<file path="config.mk">
export PLATFORM = sky130hd
export DESIGN_NAME = crc16_byte_stuffed_framer
export DESIGN_NICKNAME = d
export VERILOG_FILES = /design/src/rtl/cbsf_pkg.sv /design/src/rtl/cbsf_cfg.sv /design/src/rtl/cbsf_front.sv /design/src/rtl/cbsf_queue.sv /design/src/rtl/cbsf_back.sv /design/src/rtl/crc16_byte_stuffed_framer.sv
export SDC_FILE = /design/constraint.sdc
export NUM_CORES = 1
export LEC_CHECK = 0
export BUFFER_PORTS_ARGS = -buffer_cell sky130_fd_sc_hd__buf_2
export CORE_MARGIN = 4
export CORE_UTILIZATION = 60
export CTS_BUF_LIST = sky130_fd_sc_hd__clkbuf_4 sky130_fd_sc_hd__clkbuf_8
export DETAILED_ROUTE_END_ITERATION = 10
export PLACE_DENSITY_LB_ADDON = 0.25
export SLEW_MARGIN = 40
export SYNTH_ARGS = -nofsm -noshare
export SYNTH_HDL_FRONTEND = slang
export SYNTH_SLANG_ARGS = --single-unit
</file>
<file path="constraint.sdc">
create_clock -name clk -period 4.1 [get_ports clk]
set_input_delay 0.615 -clock clk [delete_from_list [all_inputs] [get_ports clk]]
set_output_delay 0.615 -clock clk [all_outputs]
set_load 0.005 [all_outputs]
</file>
<file path="src/rtl/cbsf_pkg.sv">
// ----------------------------------------------------------------------------
// Framer package
// Types, constants and the CRC-16/MODBUS byte update shared by the framer.
// ----------------------------------------------------------------------------
package cbsf_pkg;

	localparam logic [7:0]  ESC_BYTE     = 8'h5C;
	localparam logic [7:0]  MAX_PAYLOAD  = 8'd252;
	localparam logic [7:0]  LEN_OVERHEAD = 8'd3;
	localparam logic [15:0] CRC_INIT     = 16'hFFFF;
	localparam logic [15:0] CRC_POLY     = 16'hA001;

	localparam int QDEPTH = 2;
	localparam int QPTR_W = $clog2(QDEPTH);

	typedef enum logic [1:0] {
		CFG_HEADER    = 2'd0,
		CFG_END       = 2'd1,
		CFG_STUFF     = 2'd2,
		CFG_CRC_ORDER = 2'd3
	} cfg_idx_t;

	typedef struct packed {
		logic [7:0] header_byte;
		logic [7:0] end_byte;
		logic       stuff_enable;
		logic       crc_high_first;
	} cfg_t;

	// One classified payload byte handed from the front to the back.
	typedef struct packed {
		logic [7:0] data;
		logic [7:0] len_byte;
		logic       first;
		logic       last;
	} cmd_t;

	typedef struct packed {
		logic valid;
		cmd_t cmd;
	} push_t;

	typedef enum logic [2:0] {
		ST_HDR,
		ST_LEN,
		ST_DATA,
		ST_CRC0,
		ST_CRC1,
		ST_END
	} state_t;

	function automatic logic [15:0] crc_update(input logic [15:0] crc, input logic [7:0] b);
		logic [15:0] c;
		c = crc ^ {8'h00, b};
		for (int k = 0; k < 8; k++) begin
			if (c[0]) begin
				c = (c >> 1) ^ CRC_POLY;
			end else begin
				c = c >> 1;
			end
		end
		return c;
	endfunction

endpackage

</file>
<file path="src/rtl/cbsf_cfg.sv">
// ----------------------------------------------------------------------------
// Framer configuration registers
// Holds the marker values and the stuffing and CRC order controls.
// ----------------------------------------------------------------------------
module cbsf_cfg import cbsf_pkg::*; (
	input  logic       clk,
	input  logic       arst_n,
	input  logic       wr_en,
	input  logic [1:0] wr_index,
	input  logic [7:0] wr_data,
	output cfg_t       cfg
);

	cfg_t cfg_q;

	always_ff @(posedge clk or negedge arst_n) begin
		if (!arst_n) begin
			cfg_q.header_byte    <= 8'hAA;
			cfg_q.end_byte       <= 8'h55;
			cfg_q.stuff_enable   <= 1'b1;
			cfg_q.crc_high_first <= 1'b1;
		end else if (wr_en) begin
			unique case (cfg_idx_t'(wr_index))
				CFG_HEADER:    cfg_q.header_byte    <= wr_data;
				CFG_END:       cfg_q.end_byte       <= wr_data;
				CFG_STUFF:     cfg_q.stuff_enable   <= wr_data[0];
				CFG_CRC_ORDER: cfg_q.crc_high_first <= wr_data[0];
				default: ;
			endcase
		end
	end

	assign cfg = cfg_q;

endmodule

</file>
<file path="src/rtl/cbsf_front.sv">
// ----------------------------------------------------------------------------
// Framer front end
// Tracks the open frame and tags each payload byte as first and/or last.
// ----------------------------------------------------------------------------
module cbsf_front import cbsf_pkg::*; (
	input  logic       clk,
	input  logic       arst_n,
	input  logic       accept,
	input  logic [7:0] payload_byte,
	input  logic [7:0] payload_length,
	output push_t      push
);

	logic [7:0] bytes_left_q;
	logic [7:0] len_sat;
	logic [7:0] remaining;
	logic       first;

	always_comb begin
		if (payload_length == 8'd0) begin
			len_sat = 8'd1;
		end else if (payload_length > MAX_PAYLOAD) begin
			len_sat = MAX_PAYLOAD;
		end else begin
			len_sat = payload_length;
		end
		first     = (bytes_left_q == 8'd0);
		remaining = first ? (len_sat - 8'd1) : (bytes_left_q - 8'd1);
	end

	always_ff @(posedge clk or negedge arst_n) begin
		if (!arst_n) begin
			bytes_left_q <= 8'd0;
		end else if (accept) begin
			bytes_left_q <= remaining;
		end
	end

	assign push.valid        = accept;
	assign push.cmd.data     = payload_byte;
	assign push.cmd.len_byte = len_sat + LEN_OVERHEAD;
	assign push.cmd.first    = first;
	assign push.cmd.last     = (remaining == 8'd0);

endmodule

</file>
<file path="src/rtl/cbsf_queue.sv">
// ----------------------------------------------------------------------------
// Framer command queue
// Short FIFO of classified bytes between the front and back ends.
// ----------------------------------------------------------------------------
module cbsf_queue import cbsf_pkg::*; (
	input  logic  clk,
	input  logic  arst_n,
	input  push_t push,
	input  logic  pop,
	output logic  full,
	output logic  head_valid,
	output cmd_t  head
);

	cmd_t              mem_q [QDEPTH];
	logic [QPTR_W-1:0] wr_ptr_q;
	logic [QPTR_W-1:0] rd_ptr_q;
	logic [QPTR_W:0]   count_q;

	assign full       = (count_q == (QPTR_W+1)'(QDEPTH));
	assign head_valid = (count_q != '0);
	assign head       = mem_q[rd_ptr_q];

	always_ff @(posedge clk) begin
		if (push.valid) begin
			mem_q[wr_ptr_q] <= push.cmd;
		end
	end

	always_ff @(posedge clk or negedge arst_n) begin
		if (!arst_n) begin
			wr_ptr_q <= '0;
			rd_ptr_q <= '0;
			count_q  <= '0;
		end else begin
			if (push.valid) begin
				wr_ptr_q <= wr_ptr_q + QPTR_W'(1);
			end
			if (pop) begin
				rd_ptr_q <= rd_ptr_q + QPTR_W'(1);
			end
			if (push.valid && !pop) begin
				count_q <= count_q + (QPTR_W+1)'(1);
			end else if (!push.valid && pop) begin
				count_q <= count_q - (QPTR_W+1)'(1);
			end
		end
	end

endmodule

</file>
<file path="src/rtl/cbsf_back.sv">
// ----------------------------------------------------------------------------
// Framer back end
// Expands each queued byte into framed, stuffed output beats and runs the CRC.
// ----------------------------------------------------------------------------
module cbsf_back import cbsf_pkg::*; (
	input  logic       clk,
	input  logic       arst_n,
	input  cfg_t       cfg,
	input  logic       head_valid,
	input  cmd_t       head,
	output logic       pop,
	output logic       out_valid,
	input  logic       out_ready,
	output logic [7:0] out_byte,
	output logic       run_last,
	output logic       frame_done
);

	state_t      st_q, st_next, cur_st;
	logic        esc_q, esc_d;
	logic [15:0] crc_q, crc_d;
	logic [15:0] crc_hdr, crc_data;
	logic        adv;
	logic [7:0]  cand;
	logic        stuff_state;
	logic        esc_need;
	logic [7:0]  byte_d;
	logic        last_d, done_d, final_d;
	logic        ov_q;
	logic [7:0]  byte_q;
	logic        last_q, done_q;

	// A byte that does not open a frame starts straight at its data step.
	assign cur_st = (st_q == ST_HDR && !head.first) ? ST_DATA : st_q;
	assign adv    = head_valid && (!ov_q || out_ready);

	assign crc_hdr  = crc_update(CRC_INIT, head.len_byte);
	assign crc_data = crc_update(crc_q, head.data);

	always_comb begin
		case (cur_st)
			ST_DATA: cand = head.data;
			ST_CRC0: cand = cfg.crc_high_first ? crc_q[15:8] : crc_q[7:0];
			ST_CRC1: cand = cfg.crc_high_first ? crc_q[7:0] : crc_q[15:8];
			default: cand = 8'h00;
		endcase
		stuff_state = (cur_st == ST_DATA) || (cur_st == ST_CRC0) || (cur_st == ST_CRC1);
		esc_need    = stuff_state && cfg.stuff_enable && !esc_q && (cand != ESC_BYTE)
		              && ((cand == cfg.header_byte) || (cand == cfg.end_byte));
	end

	always_comb begin
		st_next = st_q;
		unique case (cur_st)
			ST_HDR:  st_next = ST_LEN;
			ST_LEN:  st_next = ST_DATA;
			ST_DATA: st_next = esc_need ? ST_DATA : (head.last ? ST_CRC0 : ST_HDR);
			ST_CRC0: st_next = esc_need ? ST_CRC0 : ST_CRC1;
			ST_CRC1: st_next = esc_need ? ST_CRC1 : ST_END;
			ST_END:  st_next = ST_HDR;
			default: st_next = ST_HDR;
		endcase
	end

	always_comb begin
		byte_d  = 8'h00;
		last_d  = 1'b0;
		done_d  = 1'b0;
		final_d = 1'b0;
		crc_d   = crc_q;
		esc_d   = esc_need;
		unique case (cur_st)
			ST_HDR: begin
				byte_d = cfg.header_byte;
				crc_d  = crc_hdr;
			end
			ST_LEN: begin
				byte_d = head.len_byte;
			end
			ST_DATA: begin
				byte_d  = esc_need ? ESC_BYTE : head.data;
				last_d  = !esc_need && !head.last;
				final_d = !esc_need && !head.last;
				if (!esc_need) begin
					crc_d = crc_data;
				end
			end
			ST_CRC0, ST_CRC1: begin
				byte_d = esc_need ? ESC_BYTE : cand;
			end
			ST_END: begin
				byte_d  = cfg.end_byte;
				last_d  = 1'b1;
				done_d  = 1'b1;
				final_d = 1'b1;
				crc_d   = CRC_INIT;
			end
			default: ;
		endcase
	end

	assign pop = adv && final_d;

	always_ff @(posedge clk or negedge arst_n) begin
		if (!arst_n) begin
			st_q  <= ST_HDR;
			esc_q <= 1'b0;
			crc_q <= CRC_INIT;
			ov_q  <= 1'b0;
		end else begin
			if (adv) begin
				st_q  <= st_next;
				esc_q <= esc_d;
				crc_q <= crc_d;
				ov_q  <= 1'b1;
			end else if (out_ready) begin
				ov_q  <= 1'b0;
			end
		end
	end

	always_ff @(posedge clk) begin
		if (adv) begin
			byte_q <= byte_d;
			last_q <= last_d;
			done_q <= done_d;
		end
	end

	assign out_valid  = ov_q;
	assign out_byte   = byte_q;
	assign run_last   = last_q;
	assign frame_done = done_q;

endmodule

</file>
<file path="src/rtl/crc16_byte_stuffed_framer.sv">
// ----------------------------------------------------------------------------
// CRC-16 byte-stuffed framer
// Builds serial frames of header, length, payload, CRC-16/MODBUS and end byte.
// ----------------------------------------------------------------------------
// Path: an accepted input beat is written into the command queue; the back end then
// registers each output beat of the item from the queue head in its byte register.
// Throughput: one output beat per cycle while the queue holds an item and m_tready
// is high, set by the single output byte register; an item yields 1 to 9 bytes.
// Input beats are taken whenever the two-entry command queue has room.
// Reset (arst_n low, asynchronous) closes any open frame, empties the queue and
// output register, and returns the registers to header 0xAA, end 0x55, stuffing on,
// CRC high byte first.
// ----------------------------------------------------------------------------
module crc16_byte_stuffed_framer import cbsf_pkg::*; (
	input  logic        clk,
	input  logic        arst_n,
	// Payload input.
	input  logic        s_tvalid,
	output logic        s_tready,
	input  logic [15:0] s_tdata,    // [7:0] payload_byte, [15:8] payload_length
	// Framed output.
	output logic        m_tvalid,
	input  logic        m_tready,
	output logic [7:0]  m_tdata,    // [7:0] out_byte
	output logic        m_tlast,    // run_last
	output logic        m_tuser,    // [0] frame_done
	// Register writes.
	input  logic        cfg_valid,
	output logic        cfg_ready,
	input  logic [1:0]  cfg_index,
	input  logic [7:0]  cfg_data
);

	cfg_t  cfg;
	push_t push;
	logic  q_full;
	logic  q_head_valid;
	cmd_t  q_head;
	logic  q_pop;
	logic  s_accept;

	// Always accepted, unenforced: the user must write only while the framer is idle.
	assign cfg_ready = 1'b1;
	assign s_tready  = !q_full;
	assign s_accept  = s_tvalid && s_tready;

	cbsf_cfg u_cfg (
		.clk      (clk),
		.arst_n   (arst_n),
		.wr_en    (cfg_valid && cfg_ready),
		.wr_index (cfg_index),
		.wr_data  (cfg_data),
		.cfg      (cfg)
	);

	// The front end counts the payload bytes of the open frame and marks
	// the byte that opens a frame and the one that closes it.
	cbsf_front u_front (
		.clk            (clk),
		.arst_n         (arst_n),
		.accept         (s_accept),
		.payload_byte   (s_tdata[7:0]),
		.payload_length (s_tdata[15:8]),
		.push           (push)
	);

	// The queue lets the input side keep accepting while a long expansion,
	// such as the CRC and end bytes of a frame, drains on the output side.
	cbsf_queue u_queue (
		.clk        (clk),
		.arst_n     (arst_n),
		.push       (push),
		.pop        (q_pop),
		.full       (q_full),
		.head_valid (q_head_valid),
		.head       (q_head)
	);

	// The back end walks header, length, data, CRC and end steps and, with stuffing on,
	// puts the escape byte ahead of a marker-valued data or CRC byte that is not 0x5C.
	cbsf_back u_back (
		.clk        (clk),
		.arst_n     (arst_n),
		.cfg        (cfg),
		.head_valid (q_head_valid),
		.head       (q_head),
		.pop        (q_pop),
		.out_valid  (m_tvalid),
		.out_ready  (m_tready),
		.out_byte   (m_tdata),
		.run_last   (m_tlast),
		.frame_done (m_tuser)
	);

endmodule

</file>
-- Yosys cells after proc, flatten, opt, wreduce, memory -nomap -nowiden
Memories as Yosys holds them, arrays and structs flattened.
Cells that the tools add are included.
- mux-type cells: 41
- equality and inequality tests: 13
- reduce and logical (&&, ||, !) cells: 39
- order comparisons: 1
- shifts and indexed selects: 0
- div/mod/pow operators: 0
- $add $sub $neg: 7
- bitwise operators: 18
- $mul: 0
- operators by type and width (cell ; number):
    $mux W16 ; 17
    $mux W8 ; 7
    $not A2 Y3 ; 16
    $pmux W16 S3 ; 1
    $pmux W8 S5 ; 1
    $logic_not A8 Y1 ; 3
    $pmux W8 S3 ; 1
    $eq A8 B8 Y1 ; 2
    $not A8 Y16 ; 1
    $sub A8 B1 Y8 const B ; 2
    $xor A16 B8 Y16 ; 1
    $pmux W3 S5 ; 1
    $logic_and A1 B1 Y1 ; 11
    $mux W3 ; 3
    $add A8 B2 Y8 const B ; 1
    $gt A8 B8 Y1 const B ; 1
    $logic_not A1 Y1 ; 8
    $ne A8 B7 Y1 const B ; 1
    $reduce_and A2 Y1 ; 4
    $eq A2 B2 Y1 const B ; 3
    $eq A3 B2 Y1 const B ; 2
    $eq A3 B3 Y1 const B ; 2
    $logic_not A3 Y1 ; 2
    $mux W1 ; 6
    14 further kinds ; 22
- input bits: 31
- bits in latches: 0
- memories: 1
- memory bits (read-only): 0
- RAM bits: 36
- output and inout port bits: 13
- register bits: 61
- memories (name ; depth ; width ; read ports ; clocked after Yosys merged registers in ; write ports ; RTL line ; RTL):
    u_queue.mem_q ; 2 ; 18 ; 1 ; 0 ; 1 ; cbsf_queue.sv:15 ; cmd_t mem_q [QDEPTH];

-- Longest topological paths before layout
Gate-level depths: netlist (run 1).
An unclocked memory read counts as a cell.
- depth in word-level cells: 20
- gate-level depth with buffers: 14

-- Hierarchy
From an unflattened synthesis (run 1), not the netlist that was laid out.
- cell total of the unflattened synthesis: 535
- area total of the unflattened synthesis: 5992.0 um^2
- by module, submodules not included (module ; cells an instance ; instances ; area each (um^2)):
    cbsf_back ; 291 ; 1 ; 2718.9
    cbsf_queue ; 72 ; 1 ; 1537.7
    cbsf_front ; 128 ; 1 ; 1006.0
    cbsf_cfg ; 40 ; 1 ; 708.2
    crc16_byte_stuffed_framer ; 4 ; 1 ; 21.3

-- Worst setup path after synthesis (run 1)
OpenSTA, ideal clock, no wires.
- path type: input-to-reg
- start: input s_tdata[11]
- end: memory u_queue.mem_q[0][0] in the netlist's numbering, data pin
- data required time: 3.903 ns
- slack: 1.190 ns
- setup time: 0.197 ns
- data arrival time: 2.713 ns
- cell stages on the path: 12
- cells stage by stage: clkbuf_1 -> and4_1 -> nand3_1 -> o21ai_0 -> nor2_1 -> nor2_1 -> ha_1 -> nand3b_1 -> nor4_1 -> o21ai_0 -> o311a_1 -> nor4_1
- RTL lines (item ; RTL line ; RTL):
    from (decl) ; crc16_byte_stuffed_framer.sv:20 ; input logic [15:0] s_tdata,
    to (decl) ; cbsf_queue.sv:15 ;

-- Worst setup path after layout (run 1)
- start: register u_cfg.cfg_q (netlist bit u_cfg.cfg[0])
- end: register u_queue.count_q[1]
- cells in the longest elaborated chain, start to end: 12
- RTL lines (item ; RTL line ; RTL):
    from (decl) ; cbsf_cfg.sv:14 ; cfg_t cfg_q;
    $mux W8 (on tied branches) ; cbsf_back.sv:44, cbsf_back.sv:43 ;
    $pmux W8 S3 * ; cbsf_back.sv:41 ; case (cur_st)
    $ne A8 B7 Y1 / $eq A8 B8 Y1 (equally long branches) ; cbsf_back.sv:48, cbsf_back.sv:49 ;
    $logic_and A1 B1 Y1 / $logic_or A1 B1 Y1 (equally long branches) ; cbsf_back.sv:48, cbsf_back.sv:49 ;
    $logic_and A1 B1 Y1 * ; cbsf_back.sv:49 ; && ((cand == cfg.header_byte) || (cand == cfg.end_byte));
    $logic_not A1 Y1 * ; cbsf_back.sv:83 ; final_d = !esc_need && !head.last;
    $logic_and A1 B1 Y1 * ; cbsf_back.sv:83 ;
    $pmux W1 S2 * ; cbsf_back.sv:72 ; unique case (cur_st)
    $logic_and A1 B1 Y1 * ; cbsf_back.sv:102 ; assign pop = adv && final_d;
    $logic_not A1 Y1 ; cbsf_queue.sv:42 ; if (push.valid && !pop) begin
    $logic_and A1 B1 Y1 ; cbsf_queue.sv:42 ;
    $mux W2 / $reduce_bool A2 Y1 (equally long branches) ; - ;
    to (signal assigned) ; cbsf_queue.sv:43 ; count_q <= count_q + (QPTR_W+1)'(1);
    to (signal assigned) ; cbsf_queue.sv:45 ; count_q <= count_q - (QPTR_W+1)'(1);
    to (decl) ; cbsf_queue.sv:18 ; logic [QPTR_W:0] count_q;
Mark *: on every way between the ends. The rest lies on a longest branch, timed or not.
A chain may end at the register's enable or synchronous reset.

==> results of run 1 <==
worst register-to-register path, cell delays in order (launching register included):
cell and delay [ns]:
dfstp_2 0.83, mux2_1 0.40, a2bb2oi_1 0.48, a21oi_1 0.13, nor4b_1 0.36, nand4_1 0.13, o21ai_1 0.14, a21oi_1 0.10
o21ai_1 0.33, ha_1 0.33, nor2_1 0.18, xor2_1 0.16
per-stage QoR:
step,power (mW),setup slack (ns),hold slack (ns),instances
detailed placement,4.69,0.494,0.464,699
global placement,4.58,0.604,0.460,699
global route,5.80,0.246,0.211,716
finish,5.43,0.436,0.192,716
floorplan,3.89,1.19,0.319,541
CTS,5.41,0.444,0.338,715
logic make-up after synthesis:
family	share of synthesized area, %
simple gates	12.9
mux	12.1
buf+inv	3.20
other cells	0.0661
fa+ha+maj	0.882
xor+xnor	8.64
compound gates	14.9
flops	47.4
area by class of cell:
| cell class | instances | area [sq um] | share of cell area, % |
|---|---|---|---|
| multi-input combinational | 404 | 2810 | 44.7 |
| sequential | 97 | 2690 | 42.9 |
| timing repair buffer | 56 | 330 | 5.26 |
| inverter | 14 | 52.6 | 0.837 |
| tap | 129 | 161 | 2.57 |
| clock buffer | 9 | 124 | 1.97 |
| clock inverter | 7 | 111 | 1.77 |
path summary, 6_finish.rpt:
path                                     startpoint                             end  cells past startpoint
hold / removal                               arst_n      u_back.st_q[1]$_DFFE_PN0P_                      1
setup / recovery           u_cfg.cfg[0]$_DFFE_PN1P_  u_queue.count_q[1]$_DFFE_PN0P_                     11
max in group asynchronous                    arst_n       u_cfg.cfg[17]$_DFFE_PN1P_                      2
setup reg to reg           u_cfg.cfg[0]$_DFFE_PN1P_  u_queue.count_q[1]$_DFFE_PN0P_                     11
hold reg to reg            u_back.esc_q$_DFFE_PN0P_        u_back.esc_q$_DFFE_PN0P_                      2
min in group clk                         s_tdata[5]  u_queue.mem_q[0][15]$_DFFE_PP_                      1
synth_stat cells (all sizes together), types with 7 or more instances:
master  instances  area share [%]
xor2           19             2.9
clkbuf         13            0.86
mux2i          32             5.7
nand2          51             3.4
o21ai          29             2.6
buf            13             1.4
nand3           7            0.62
xnor2          37             5.7
inv            12            0.79
edfxtp         46              24
dfrtp          25              11
o22a           10             1.6
nor2           50             3.4
a21oi          32             2.8
o211ai         15             2.0
a22oi           7            0.93
mux2           32             6.4
dfstp          26              12
report_power, final:
| part | switching, mW | total (mW) | internal (mW) | leakage, nW |
|---|---|---|---|---|
| combinational | 1.68 | 2.94 | 1.25 | 1.38 |
| clock | 0.363 | 0.720 | 0.357 | 0.118 |
| sequential | 0.308 | 1.78 | 1.47 | 1.01 |
| total | 2.36 | 5.43 | 3.08 | 2.51 |
sequential cells by signal (all words and copies together) (netlist names), 2 cells and up:
name / flops
u_back.out_byte: 8
u_back.crc_q: 16
u_back.st_q: 3
u_cfg.cfg: 18
u_queue.count_q: 2
u_queue.mem_q: 36
u_front.bytes_left_q: 8
routing by layer:
layer	part of all wire, %	track usage [%]
met5	0	0
met4	2.5	8.25
met3	6.3	4.29
met2	48	42.1
met1	43	35.5
==> impl_metrics.csv, run 1 <==
group,metric,value,unit
routing,vias,4349,
critical_path,path_max_fanout,17,
die,die_area,11100,sq um
finish,stdcell_area,6280,sq um
finish,layout.nets,617,
die,start_util,61.4,%
yosys,synth.ff_latch_count,97,
power_and_ir_drop,powerDensity,866,nW/um^2
finish,area_growth,10.6,%
clock_tree,cts_max_level,3,
placement,gp_congestion,0.934,
clock_tree,cts_tree,"yes",
routing,first_pass_iters,5,
routing,wl,14000,um
die,coreArea,9240,sq um
clock_tree,hold_buffers,0,
critical_path,crit_chain,"mux2_1, a2bb2oi_1, a21oi_1, nor4b_1, nand4_1, o21ai_1, a21oi_1, o21ai_1, ha_1, nor2_1, xor2_1",
finish,diodes,0,
yosys,netlist_area,5670,sq um
die,io_pins,44,
grt,first_global_vias,4310,
sta,hold_violations,0,
clock_tree,cts.reportedPaths.clkPinSlew,0.11,ns
sta,max_freq,273,MHz
yosys,yosys_warnings,0,
yosys,yosysSeqAreaShare,47.4,%
critical_path,crit_buf_inv,0,
clock_tree,post_cts_resize_count,0,
sta,period_share,89.4,%
clock_tree,cts_root_buffer,"clkbuf_8",
sta,slew_viol_final,0,
clock_tree,cts_made_buffers,9,
critical_path,crit_path_max_incr_delay,0.83,ns
routing,routed_via_density,6.07,
grt,grt_pass1_wl,22500,um
routing,drt_iter0_drc,353,
die,rows,35,
sta,fin_tns_setup,0,ns
min_path,hold_class,"input port to async pin",
yosys,synthCells,541,
finish,fillers,729,
critical_path,cp_top_family,"compound AO/OA/AOI/OAI gates",
sta,grt_setup_unrepaired,"false",
routing,drc,0,
placement,io_buffers,42,
grt,grt_usage,25.9,%
critical_path,rrSetupSlack,0.44,ns
critical_path,critPathLaunchType,"flop",
placement,dp_hpwl,10700,um
job,drv_cap,0,
sta,slew_headroom,45.1,%
yosys,yosysUniqueCellTypes,61,
grt,grt_max_degree,34,
yosys,synth_fp_nets,576,
yosys,syn_avg_cell_area,10.5,sq um
placement,placed_area,6030,sq um
clock_tree,clk_path_buf_depth,2,
power_and_ir_drop,p_leak,2.51,nW
finish,final_common_cell,"nand2_1",
die,die_width,105,um
critical_path,critical_path_class,"flop to flop",
finish,drive_above_1_share,23.0,%
sta,min_period,3.66,ns
power_and_ir_drop,peakVddDrop,0.420,mV
critical_path,worstSetupEndpointType,"flop",
routing,wl_per_cell,19.6,um
sta,finClkSkew,0.0170,ns
critical_path,cp_data_required_time,4.38,ns
finish,utilization,67.9,%
clock_tree,postCtsSetupBuffers,0,
die,dieHeight,105,um
yosys,ys_async_sr_fraction,52.6,%
sta,setup_violations,0,
grt,antenna_found_initial,0,
critical_path,crit_path_top_delay_cell,"dfstp_2",
critical_path,crit_arrival,3.94,ns
clock_tree,numClockSinks,97,
finish,final_cell_mix,"nand2_1, nor2_1, edfxtp_1, buf_2, xnor2_1",
yosys,synth-edff-count,46,
grt,grt.overflow.total,0,
status,outcome,"finished, final reports clean",
sta,worstMarginPinSlew,0.821,ns
yosys,synth-main-ff-cell,"edfxtp_1",
clock_tree,clkLatencyLatePin,0.37,ns
routing,ant_nets,0,
(Power assumes the default switching activity.)
==> inputs of run 2 (changes only) <==
CELL_PAD_IN_SITES_DETAIL_PLACEMENT = 1   (was unset)
CELL_PAD_IN_SITES_GLOBAL_PLACEMENT = 2   (was unset)
CORE_UTILIZATION = 41   (was 60)
==> impl_metrics.csv, run 2 (same netlist as run 1, synthesis figures left out) <==
group,metric,value,unit
die,io_pins,44,
status,outcome,"finished, final reports clean",
grt,antenna_found_initial,0,
routing,first_pass_iters,4,
clock_tree,cts_made_buffers,9,
sta,min_period,3.72,ns
clock_tree,post_cts_resize_count,0,
sta,slew_headroom,45.5,%
finish,area_growth,11.0,%
sta,hold_slack,0.172,ns
clock_tree,numClockSinks,97,
power_and_ir_drop,peakVddDrop,0.307,mV
sta,hold_violations,0,
finish,largest_reg_flops,36,
finish,utilization,47.0,%
routing,wl_met1,7700,um
finish,fillers,1523,
critical_path,critical_path_class,"flop to flop",
critical_path,path_max_fanout,17,
power_and_ir_drop,p_leak,2.49,nW
die,start_util,42.3,%
routing,dr_wl_met2,7610,um
routing,vias,4348,
clock_tree,hold_buffers,0,
routing,wl_met3,692,um
clock_tree,cts_root_buffer,"clkbuf_8",
die,coreArea,13400,sq um
grt,grt_pass1_wl,26200,um
min_path,hold_class,"input port to async pin",
power_and_ir_drop,finalPower,5.43,mW
finish,final_common_cell,"nand2_1",
finish,ff_latch_area,2690,sq um
sta,finClkSkew,0.0127,ns
critical_path,crit_arrival,4.03,ns
clock_tree,clkLatencyLatePin,0.39,ns
clock_tree,clk_path_buf_depth,2,
finish,layout.nets,619,
clock_tree,cts_max_level,3,
grt,grt_max_degree,32,
placement,dp.cells,749,
finish,final_cell_mix,"nand2_1, nor2_1, edfxtp_1, buf_2, xnor2_1",
die,die_area,15800,sq um
sta,max_freq,269,MHz
clock_tree,cts.reportedPaths.clkPinSlew,0.10,ns
clock_tree,cts_tree,"yes",
routing,drt_iter0_drc,277,
critical_path,critPathLaunchType,"flop",
placement,gp_congestion,0.873,
sta,setup_violations,0,
grt,grt_usage,21.2,%
sta,fin_tns_setup,0,ns
critical_path,cp_data_required_time,4.42,ns
sta,grt_setup_unrepaired,"false",
sta,slew_viol_final,0,
die,dieHeight,126,um
routing,top_layer_used,"met4",
job,drv_cap,0,
finish,finalNonFillerCells,765,
placement,dp_hpwl,12400,um
finish,drive_above_1_share,22.9,%
finish,multi_input_area,2810,sq um
clock_tree,postCtsSetupBuffers,0,
routing,routed_via_density,5.68,
routing,drc,0,
die,rows,42,
sta,period_share,90.6,%
routing,wl_per_cell,21.3,um
finish,diodes,0,
routing,wl,16300,um
critical_path,worstSetupEndpointType,"flop",
power_and_ir_drop,powerDensity,861,nW/um^2
routing,ant_nets,0,
grt,first_global_vias,4584,
finish,max_flop_register,"u_queue.mem_q",
sta,worstMarginPinSlew,0.795,ns
placement,io_buffers,42,
grt,grt.overflow.total,0,
die,die_width,126,um
## run 2: layout make-up
cell class	count	share of cell area, %
clock inverter	7	1.13
inverter	14	0.834
sequential	97	42.7
multi-input combinational	404	44.6
timing repair buffer	58	5.28
tap	176	3.50
clock buffer	9	1.97
## run 2: report_power, final
part | switching, mW | total, mW | leakage [nW] | internal (mW)
registers | 0.290 | 1.76 | 1.01 | 1.47
clock network | 0.356 | 0.637 | 0.0945 | 0.281
logic | 1.78 | 3.03 | 1.38 | 1.25
total | 2.43 | 5.43 | 2.49 | 3.00
## run 2: final timing paths
check                                    startpoint                             end  slack (ns)  cells past startpoint
min reg2reg                u_back.esc_q$_DFFE_PN0P_        u_back.esc_q$_DFFE_PN0P_        0.49                      2
min                                          arst_n      u_back.st_q[2]$_DFFE_PN0P_        0.17                      1
max in group asynchronous                    arst_n        u_cfg.cfg[6]$_DFFE_PN1P_        3.19                      2
min in group clk                         s_tdata[6]  u_queue.mem_q[0][16]$_DFFE_PP_        0.41                      1
max reg2reg                u_cfg.cfg[0]$_DFFE_PN1P_  u_queue.count_q[1]$_DFFE_PN0P_        0.38                     11
max                        u_cfg.cfg[0]$_DFFE_PN1P_  u_queue.count_q[1]$_DFFE_PN0P_        0.38                     11
## run 2: routing by layer
metal  global-route usage (%)  vias to the layer above
met3                     4.11                       23
met2                     33.6                       89
met5                        0                        -
met1                     29.9                     2179
met4                     6.06                        0
li1                         -                     2057
## run 2: through the flow
step | setup slack, ns | cell area, sq um
after floorplan | 1.19 | 5670
after global placement | 0.513 | 6100
after detailed placement | 0.404 | 6100
after CTS | 0.353 | 6300
after global routing | 0.0666 | 6300
final | 0.385 | 6300
## run 2: worst max-delay path, cell delays in order, from the launching register on
cell       delay (ns)
dfstp_2          0.87
mux2_2           0.43
a2bb2oi_1        0.39
a21oi_1          0.13
nor4b_1          0.38
nand4_1          0.13
o21ai_1          0.20
a21oi_1          0.14
o21ai_1          0.35
ha_1             0.33
nor2_1           0.14
xor2_1           0.16
==> inputs of run 3 (changes only) <==
ABC_AREA = 1   (was unset)
CORE_UTILIZATION = 37   (was 41)
==> impl_metrics.csv, run 3 <==
group,metric,value,unit
status,outcome,"finished, final reports clean",
grt,antenna_found_initial,0,
finish,layout.nets,798,
clock_tree,post_cts_resize_count,0,
yosys,yosysUniqueCellTypes,42,
sta,hold_violations,0,
critical_path,crit_start,"u_cfg.cfg[0]$_DFFE_PN1P_",
sta,slew_viol_final,0,
routing,wl_per_cell,17.7,um
die,rows,44,
finish,max_flop_register,"u_queue.mem_q",
clock_tree,cts_tree,"yes",
yosys,synthTopCellsByArea,"edfxtp_1, nand2_1, dfstp_2, dfrtp_1, inv_1",
finish,finalNonFillerCells,952,
routing,wl,16800,um
finish,final_common_cell,"nand2_1",
yosys,synth_most_common_cell,"nand2_1",
sta,grt_setup_unrepaired,"false",
power_and_ir_drop,powerDensity,860,nW/um^2
critical_path,path_max_fanout,26,
finish,drive_above_1_share,15.6,%
power_and_ir_drop,peakVddDrop,0.288,mV
sta,fin_tns_setup,0,ns
clock_tree,hold_buffers,0,
yosys,netlist_area,5670,sq um
yosys,synth-edff-count,46,
grt,first_global_vias,5235,
yosys,synth.ff_latch_count,97,
sta,hold_slack,0.177,ns
grt,met2_usage,34.1,%
critical_path,cp_data_required_time,4.38,ns
critical_path,reg2reg_from,"u_cfg.cfg[0]$_DFFE_PN1P_",
power_and_ir_drop,p_leak,2.90,nW
yosys,syn_avg_cell_area,7.89,sq um
sta,setup_violations,0,
yosys,yosys_warnings,0,
placement,io_buffers,42,
sta,finClkSkew,0.00968,ns
yosys,yosysSeqAreaShare,47.4,%
critical_path,r2r_end,"u_queue.count_q[1]$_DFFE_PN0P_",
die,io_pins,44,
finish,diodes,0,
yosys,yosysTopAreaCell,"edfxtp_1",
critical_path,critical_path_class,"flop to flop",
grt,grt_usage,19.9,%
critical_path,crit_end,"u_queue.count_q[1]$_DFFE_PN0P_",
yosys,synth_fp_nets,754,
grt,grt_use_met1,26.2,%
grt,grt.overflow.total,0,
job,drv_cap,0,
grt,grt_most_used_layer,"met2",
routing,routed_via_density,5.18,
clock_tree,postCtsSetupBuffers,0,
finish,area_growth,9.69,%
routing,drt_iter0_drc,285,
die,coreArea,14800,sq um
yosys,synthTopCellsByCount,"nand2_1, inv_1, nor2_1",
sta,worstMarginPinSlew,0.729,ns
grt,grt_pass1_wl,27600,um
clock_tree,clkLatencyLatePin,0.39,ns
placement,dp.cells,936,
routing,vias,4927,
clock_tree,clk_path_buf_depth,2,
yosys,ys_async_sr_fraction,52.6,%
critical_path,critPathLaunchType,"flop",
placement,gp_congestion,0.904,
sta,period_share,85.8,%
routing,first_pass_iters,4,
clock_tree,cts.reportedPaths.clkPinSlew,0.10,ns
critical_path,rrSetupSlack,0.58,ns
clock_tree,cts_max_level,3,
routing,ant_nets,0,
yosys,yosysTopAreaCellShare,24.4,%
grt,grt_max_degree,36,
die,die_width,132,um
finish,final_cell_mix,"nand2_1, inv_1, nor2_1, o21ai_0",
grt,grt_use_met3,2.52,%
clock_tree,numClockSinks,97,
yosys,synthCells,719,
sta,timing.final.ws_setup,0.582,ns
placement,dp_hpwl,13300,um
finish,utilization,42.2,%
min_path,hold_class,"input port to async pin",
critical_path,rr_worst_depth,15,
clock_tree,cts_root_buffer,"clkbuf_8",
yosys,synth-main-ff-cell,"edfxtp_1",
placement,place_ws,0.579,ns
die,dieHeight,132,um
sta,slew_headroom,50.9,%
sta,min_period,3.52,ns
sta,max_freq,284,MHz
finish,largest_reg_flops,36,
clock_tree,cts_made_buffers,9,
critical_path,crit_arrival,3.80,ns
routing,drc,0,
die,die_area,17400,sq um
die,start_util,38.4,%
critical_path,worstSetupEndpointType,"flop",
-- run 3: cell count changes in the layout (fill, tap and decap cells not counted), sizes merged, moves of 8 or more --
cell / change
nand2: +195
nand3: +40
o21ai: +42
buf: -8
inv: +67
mux2: -32
mux2i: -31
o22a: -10
nand3b: +9
o211ai: -13
xnor2: -29
nor2: +10
-- run 3: area by class of cell --
type,instances,area [sq um]
repair buffers,50,270
clock inverters,7,45.0
flip-flops and latches,97,2690
clock buffers,9,124
fillers,1835,8530
well taps,184,230
inverters,78,293
multi-input cells,527,2570
-- run 3: cell families after synthesis --
group	Yosys count	synth area share, %
and+or+nand+nor	383	28.8
AOI/OAI and AO/OA	114	11.7
DFF	97	47.4
buffers and inverters	95	7.28
xor gates and xnor gates	24	3.71
adders and majority gates	4	0.883
other	1	0.0661
muxes	1	0.177
-- run 3: worst min-delay path by stage --
stage                                           end  slack, ns  depth (start not counted)
after CTS                 u_cfg.cfg[10]$_DFFE_PN0P_       0.17                          1
after global placement     u_back.esc_q$_DFFE_PN0P_       0.48                          2
final                     u_cfg.cfg[10]$_DFFE_PN0P_       0.18                          1
after global routing      u_cfg.cfg[10]$_DFFE_PN0P_       0.19                          1
after floorplan            u_back.esc_q$_DFFE_PN0P_       0.32                          0
after detailed placement   u_back.esc_q$_DFFE_PN0P_       0.47                          2
-- run 3: stage by stage --
step / cell area, sq um / total power, mW
after global routing: 6220 / 5.88
after CTS: 6220 / 5.40
final: 6220 / 5.35
after detailed placement: 6050 / 4.78
after floorplan: 5670 / 3.92
after global placement: 6050 / 4.69
-- run 3: where the power goes --
group / internal (mW) / switching (mW)
sequential: 1.49 / 0.251
combinational: 0.976 / 2.05
clock: 0.220 / 0.363
total: 2.68 / 2.66
-- run 3: per-layer routing --
metal  wire length [um]  vias to the layer above
li1                   -                     2442
met1               7730                     2406
met2               8310                       62
met3                492                       17
met4                296                        0
met5                  0                        -
-- run 3: worst max-delay path: stages (launching register included) --
cell,delay (ns)
dfstp_2,0.79
inv_1,0.23
nand2_1,0.10
a21oi_1,0.06
nor2_1,0.34
nand2_2,0.15
nor3_1,0.31
a21oi_2,0.14
nand2_1,0.27
nand2_1,0.11
nand2_1,0.10
nand3_1,0.11
ha_1,0.34
a21oi_1,0.11
o21ai_0,0.11
xnor2_1,0.13
